--- config.mk ---
export PLATFORM = sky130hd
export DESIGN_NAME = rprs_front
export DESIGN_NICKNAME = d
export VERILOG_FILES = /design/src/rtl/core/rprs_pkg.sv /design/src/rtl/core/rprs_front.sv
export SDC_FILE = /design/constraint.sdc
export NUM_CORES = 1
export LEC_CHECK = 0
export ABC_AREA = 0
export BUFFER_PORTS_ARGS = -buffer_cell sky130_fd_sc_hd__buf_2
export CORE_ASPECT_RATIO = 0.5
export CORE_UTILIZATION = 45
export DETAILED_ROUTE_END_ITERATION = 12
export HOLD_SLACK_MARGIN = 0.06
export PLACE_DENSITY = 0.78
export SETUP_SLACK_MARGIN = 0.05
export SLEW_MARGIN = 5
export SYNTH_ARGS = -nofsm -noshare
export SYNTH_HDL_FRONTEND = slang
export SYNTH_SLANG_ARGS = --single-unit
--- constraint.sdc ---
create_clock -name clk -period 3.95 [get_ports clk]
set_input_delay 0 -clock clk [delete_from_list [all_inputs] [get_ports clk]]
set_output_delay 0 -clock clk [all_outputs]
set_load 0.02 [all_outputs]
--- src/rtl/core/rprs_pkg.sv ---
// Shared types and opcodes for the received packet range set.
`timescale 1ns / 1ps
package rprs_pkg;
    localparam int PN_W = 62;

    localparam logic [1:0] OP_RECORD = 2'd0;
    localparam logic [1:0] OP_DELETE = 2'd1;
    localparam logic [1:0] OP_QUERY  = 2'd2;
    localparam logic [1:0] OP_READ   = 2'd3;

    typedef logic [PN_W-1:0] pn_t;

    typedef struct packed {
        logic [1:0] opcode;
        pn_t        pn;
        logic       below_floor;
    } cmd_t;

    typedef struct packed {
        logic flag;
        pn_t  range_low;
        pn_t  range_high;
        logic range_valid;
        logic last;
    } res_t;
endpackage

--- src/rtl/core/rprs_front.sv ---
// Front end: accepts commands, checks them against the floor, queues them.
`timescale 1ns / 1ps
module rprs_front
    import rprs_pkg::*;
(
    input  logic        clk,
    input  logic        rst_n,
    input  logic        in_valid,
    output logic        in_ready,
    input  logic [1:0]  in_opcode,
    input  pn_t         in_pn,
    input  pn_t         floor_val,
    output logic        q_valid,
    input  logic        q_ready,
    output cmd_t        q_cmd
);
    // two-entry queue
    cmd_t       mem_reg [2];
    logic       wr_ptr_reg, rd_ptr_reg;
    logic [1:0] cnt_reg;
    logic       push, pop;

    assign in_ready = (cnt_reg != 2'd2);
    assign push     = in_valid && in_ready;
    assign q_valid  = (cnt_reg != 2'd0);
    assign pop      = q_valid && q_ready;
    assign q_cmd    = mem_reg[rd_ptr_reg];

    // floor is checked again in the back end, since a queued delete may raise it
    always_ff @(posedge clk)
    begin
        if (push)
        begin
            mem_reg[wr_ptr_reg] <= '{opcode: in_opcode, pn: in_pn,
                                     below_floor: (in_pn < floor_val)};
        end
    end

    always_ff @(posedge clk or negedge rst_n)
    begin
        if (!rst_n)
        begin
            wr_ptr_reg <= 1'b0;
            rd_ptr_reg <= 1'b0;
            cnt_reg    <= 2'd0;
        end
        else
        begin
            if (push) wr_ptr_reg <= ~wr_ptr_reg;
            if (pop)  rd_ptr_reg <= ~rd_ptr_reg;
            cnt_reg <= cnt_reg + {1'b0, push} - {1'b0, pop};
        end
    end
endmodule

==> out/metrics.yaml, run 1 <==
global_routing:
  grtUsageMet1: 0.224
  grt_usage: 0.206
  antenna_found_initial: 0
  gr-max-usage-layer: "met2"
  met3_usage: 0.0393
  grt_max_degree: 38
  gr-total-overflow: 0
  grt_use_met2: 0.389
  grt_pass1_wl_mm: 22.4
  grt_pass1_vias: 4802
yosys:
  synth_nets: 630
  yosys_warnings: 0
  synthesis.area_um2: 6390
  syn_area_per_cell_um2: 14.6
  ys_seq_area_frac: 0.627
  yosysTopAreaCell: "edfxtp_1"
  netlist.area_leader.share: 0.611
  synth_cells: 437
  ys_seq_elements: 134
  yosys.cell_types.count: 37
  synth_area_leaders: "edfxtp_1 (61%), ha_1 (12%), mux2_1 (10%)"
floorplan:
  start_util: 0.466
  dieArea_um2: 14700
  io_pins: 197
  fp.dieH_um: 86.2
  die_w_um: 170
  std_cell_rows: 30
  core-area_um2: 13700
clocking:
  cts_tree: "built"
  cts.htree.levels: 4
  ctsResizeCount: 0
  cts_root_buf: "clkbuf_16"
  cts_buffers: 17
  cts_setup_buffers: 0
  path_clk_slew_ns: 0.06
  ctsHoldBuffers: 68
  clk_latency_ns: 0.40
  clockBufferDepth: 2
  clkSinkCount: 134
timing:
  setup_viol: 0
  hold_viol: 0
  fin_worst_skew_ns: 0.00674
  rsz0062_at_grt: "false"
  finalSetupTns_ns: 0
  final.min_clock_period_ns: 2.46
  fmax_mhz: 407
  relSlewSlack: 0.438
  worst_pin_slew_ns: 0.842
  finalMaxSlewViolations: 0
  whs_ns: 0.333
  timing.final.crit_share: 0.622
finish:
  drive_above_1_share: 0.334
  instances_no_fill: 922
  final_cell_mix: "buf_2 (196), edfxtp_1 (130), dlygate4sd3_1 (68), inv_1 (63), ha_1 (63)"
  largest_reg_flops: 130
  layout_commonest_cell: "buf_2"
  n_antenna_cell: 0
  final_area_um2: 8870
  final_nets: 911
  syn2layout_area_growth_pct: 38.9
routing:
  drc: 0
  wirelength_mm: 14.9
  initialDrtViolationCount: 185
  vias_per_cell: 4.95
  dr.pass1.iters: 4
  wire_per_inst_um: 16.1
  vias: 4568
  antenna_left: 0
worst_setup_path:
  crit_buf_inv: 2
  worstPathArrival_ns: 2.46
  cp-start-kind: "register"
  cp-end-kind: "output port"
  cp_slowest_cell: "dfrtp_2"
  critPathKind: "reg2out"
  required_ns: 3.95
  crit_family: "flip-flops"
  critical_path.cell_chain: "buf_4, mux2_1, buf_2"
  path_max_fanout: 34
  slowest_delay_ns: 0.91
pwr:
  powerDensity_nw_per_um2: 594
  p_leak_uw: 0.00388
  ir_worst_vdd_uv: 282
  power_uw: 5260
place:
  dp.final_hpwl_mm: 10.0
  dpl_cell_area_um2: 7620
  routabilityCongestion: 0.831
  dp_cells: 823
  port_buffers: 196
run:
  maxCapViolations: 0
hold_path:
  hp-class: "in2reg"
run_status:
  status: "complete, no violations"
[per-layer routing]
| layer | share of wire | routed length [um] | up-vias |
|---|---|---|---|
| met5 | 0 | 0 | - |
| met4 | 0.023 | 335 | 0 |
| met3 | 0.036 | 540 | 26 |
| met2 | 0.54 | 7960 | 137 |
| met1 | 0.41 | 6030 | 2219 |
| li1 | - | - | 2186 |
[cell families (layout without fill, tap and decap cells)]
kind of cell / Yosys count / in the layout / share of synthesized area
flops: 134 / 134 / 0.627
buf+inv: 70 / 363 / 0.0419
mux: 65 / 65 / 0.115
fa+ha+maj: 63 / 63 / 0.123
compound gates: 53 / 53 / 0.0496
simple gates: 48 / 48 / 0.0380
xor+xnor: 4 / 4 / 0.00549
[final cells by class]
type	count	area (um2)
fill	985	4830
inverter	63	236
clock inverter	13	135
tap	192	240
timing repair buffer	269	1700
multi-input combinational	233	2120
clock buffer	18	429
sequential	134	4010
[stage by stage]
step,util,worst slack [ns]
global route,0.647,1.37
finish,0.647,1.49
floorplan,-,1.07
detailed placement,0.556,1.85
CTS,0.647,1.44
global placement,0.556,1.93
[synth_stat cells]
library cell and count:
o21ai_0 8, a21oi_1 26, o31a_1 1, nor4_2 1
nor2_1 5, ha_1 63, mux2_1 57, nand4_1 9
buf_2 4, mux2_2 8, a31oi_1 1, nand3_1 5
nor4_1 2, xnor2_1 3, o21ai_1 2, xor2_1 1
nand2_1 19, clkbuf_1 3, or2_2 1, a211oi_1 2
a221o_1 1, nand2b_1 2, o21a_1 1, and4_1 1
nor2b_1 1, a21oi_2 1, o211ai_1 1, a221oi_1 2
a211o_1 1, and2_1 1, o31ai_1 1, dfrtp_1 4
edfxtp_1 130, and3_1 1, a21o_1 4, inv_1 63
o21ai_2 1
[tightest hold or removal path, stage by stage]
cell     delay [ns]
buf_2          0.09
inv_1          0.06
ha_1           0.22
nand4_1        0.09
o31a_1         0.15
[power by group]
part	switching [uW]	total, uW	internal [uW]
combinational	1020	1670	654
clock	572	1490	920
sequential	151	2100	1950
total	1740	5260	3520
[worst paths after layout]
check	start	to	slack, ns	depth (start not counted)
max reg2reg	cnt_reg[1]	mem_reg[0][57]	1.89	4
min	floor_val[30]	mem_reg[0][0]	0.33	5
min reg2reg	cnt_reg[1]	cnt_reg[1]	0.49	1
max in group asynchronous	rst_n	rd_ptr_reg	3.27	3
min in group asynchronous	rst_n	cnt_reg[1]	0.49	3
max	rd_ptr_reg	q_cmd[24]	1.49	3
Note: power is estimated with default switching activity, not from simulation.
==> inputs of run 2 (changes only) <==
==> constraint.sdc (replaced) <==
create_clock -name clk -period 2 [get_ports clk]
set_input_delay 0 -clock clk [delete_from_list [all_inputs] [get_ports clk]]
set_output_delay 0 -clock clk [all_outputs]
set_load 0.02 [all_outputs]
==> run 2 against run 1 <==
Clock power up 130%. Total power rose by 110%. Core utilization is 1.2 points higher. Sequential power up 90%. Sequential cell count did not move. Critical path type is now in2reg. Critical endpoint is now mem_reg[1][0]. Largest power group unchanged.
==> out/metrics.yaml, run 2 (synthesis gave the netlist of run 1 again) <==
routing:
  wire_per_inst_um: 15.4  # -4.3%
  wirelength_mm: 14.2  # -4.2%
  drc: 0  # unchanged
  antenna_left: 0  # unchanged
  vias: 4503  # -1.4%
  dr.pass1.iters: 5  # +1
  vias_per_cell: 4.88  # -1.5%
  initialDrtViolationCount: 155  # -16%
timing:
  rsz0062_at_grt: "false"
  worst_pin_slew_ns: 0.440  # -0.402 ns
  setup_viol: 0  # unchanged
  timing.final.crit_share: 0.950
  relSlewSlack: 0.704  # +0.265
  hold_viol: 0  # unchanged
  final.min_clock_period_ns: 1.90
  setup_ws_ns: 0.100  # -1.39 ns
  fmax_mhz: 526
  whs_ns: 0.329  # -0.00353 ns
  fin_worst_skew_ns: 0.00636  # -0.000380 ns
  finalMaxSlewViolations: 0  # unchanged
place:
  dp_slack_ns: -0.0429  # -1.89 ns
  port_buffers: 196  # unchanged
  dp.final_hpwl_mm: 9.64  # -3.7%
  routabilityCongestion: 0.840  # +1.1%
  dp_cells: 823  # unchanged
clocking:
  path_clk_slew_ns: 0.06  # about the same
  cts.htree.levels: 4  # unchanged
  clk_latency_ns: 0.40  # about the same
  cts_buffers: 17  # unchanged
  cts_setup_buffers: 0  # unchanged
  cts_root_buf: "clkbuf_16"
  cts_tree: "built"
  clockBufferDepth: 2  # unchanged
  clkSinkCount: 134  # unchanged
finish:
  largest_reg_flops: 130  # unchanged
  instances_no_fill: 923  # +0.11%
  drive_above_1_share: 0.343  # +0.00912
  syn2layout_area_growth_pct: 41.5
  final_nets: 911  # unchanged
  utilization: 0.659  # +0.0121
  n_antenna_cell: 0  # unchanged
  layout_commonest_cell: "buf_2"
  final_cell_mix: "buf_2 (196), edfxtp_1 (130), dlygate4sd3_1 (68), inv_1 (63), ha_1 (63)"
pwr:
  combinationalPowerShare: 0.324  # +0.006
  p_switching_uw: 3550  # +100%
  power_uw: 11000  # +110%
  ir_worst_vdd_uv: 656  # +130%
  internal-power_uw: 7450  # +110%
  p_leak_uw: 0.00396  # +2.1%
  powerDensity_nw_per_um2: 1220  # +110%
  switching_share: 0.323  # -0.00835
  seqPwrFrac: 0.364  # -0.035
  clkPwrFrac: 0.312  # +0.028
worst_setup_path:
  worstPathArrival_ns: 2.04  # -0.42 ns
  cp-start-kind: "input pin"
  critPathKind: "in2reg"
  path_max_fanout: 3  # -91%
  required_ns: 2.14  # -1.81 ns
  cp-end-kind: "register"
floorplan:
  die_w_um: 170  # unchanged
  start_util: 0.466  # unchanged
  std_cell_rows: 30  # unchanged
  io_pins: 197  # unchanged
  dieArea_um2: 14700  # unchanged
  core-area_um2: 13700  # unchanged
  fp.dieH_um: 86.2  # unchanged
run:
  maxCapViolations: 0  # unchanged
global_routing:
  grt_usage: 0.201  # -0.00491
  gr-total-overflow: 0  # unchanged
  grt_pass1_vias: 4793  # -0.19%
  grt_max_degree: 66  # +74%
  antenna_found_initial: 0  # unchanged
  grt_pass1_wl_mm: 22.4  # about the same
hold_path:
  hp-class: "in2reg"
run_status:
  status: "complete, no violations"
run 2: cell types whose count changed in the layout (fill, tap and decap cells not counted), sizes merged:
cell	delta
bufinv	+3
clkinvlp	-5
inv	+3
run 2: final timing paths:
| kind | endpoint | depth (start not counted) | slack [ns] | startpoint |
|---|---|---|---|---|
| worst max-delay path | mem_reg[1][0] | 9 | 0.10 | in_pn[12] |
| worst min-delay path | mem_reg[0][0] | 7 | 0.33 | floor_val[61] |
| worst max register to register | cnt_reg[1] | 7 | 0.20 | cnt_reg[1] |
| worst min register to register | cnt_reg[0] | 1 | 0.53 | cnt_reg[0] |
| max in group asynchronous | rd_ptr_reg | 3 | 1.30 | rst_n |
| min in group asynchronous | rd_ptr_reg | 3 | 0.51 | rst_n |
run 2: power by group through the flow:
stage               clock network, uW  logic (uW)  registers (uW)
detailed placement                  0        3480            4060
CTS                              3500        3600            4010
finish                           3430        3570            4000
floorplan                           0        2250            4020
global placement                    0        3460            4020
global route                     3600        3830            4060
run 2: per-layer routing:
layer,up-vias,wire (um),global-route usage
li1,2197,-,-
met1,2151,5740,0.218
met2,121,7610,0.387
met3,34,538,0.0393
met4,0,342,0.0860
met5,-,0,0
run 2: cell type report:
| cell class | count | area, um2 |
|---|---|---|
| inverters | 63 | 236 |
| clock inverters | 14 | 224 |
| flip-flops and latches | 134 | 4010 |
| well taps | 192 | 240 |
| fillers | 1019 | 4670 |
| clock buffers | 18 | 429 |
| repair buffers | 269 | 1740 |
| multi-input cells | 233 | 2160 |
run 2: what timing repair did:
item	4_1_cts	5_1_grt
resized for setup	0	3
endpoints found under the setup margin	0	2
hold buffers	68	0
endpoints found under the hold margin	134	0
run 2: worst max-delay path, cell delays in order:
cell,delay (ns)
dlygate4sd3_1,0.54
buf_2,0.14
ha_1,0.27
nand2_1,0.07
nor2_2,0.14
o211ai_1,0.12
o21ai_2,0.27
a31oi_4,0.16
o31a_1,0.34
run 2: stage by stage:
stage               area (um2)  TNS, ns
floorplan                 6410   -0.118
global placement          7680  -0.0727
detailed placement        7680  -0.0858
CTS                       9020        0
global route              9030        0
finish                    9030        0
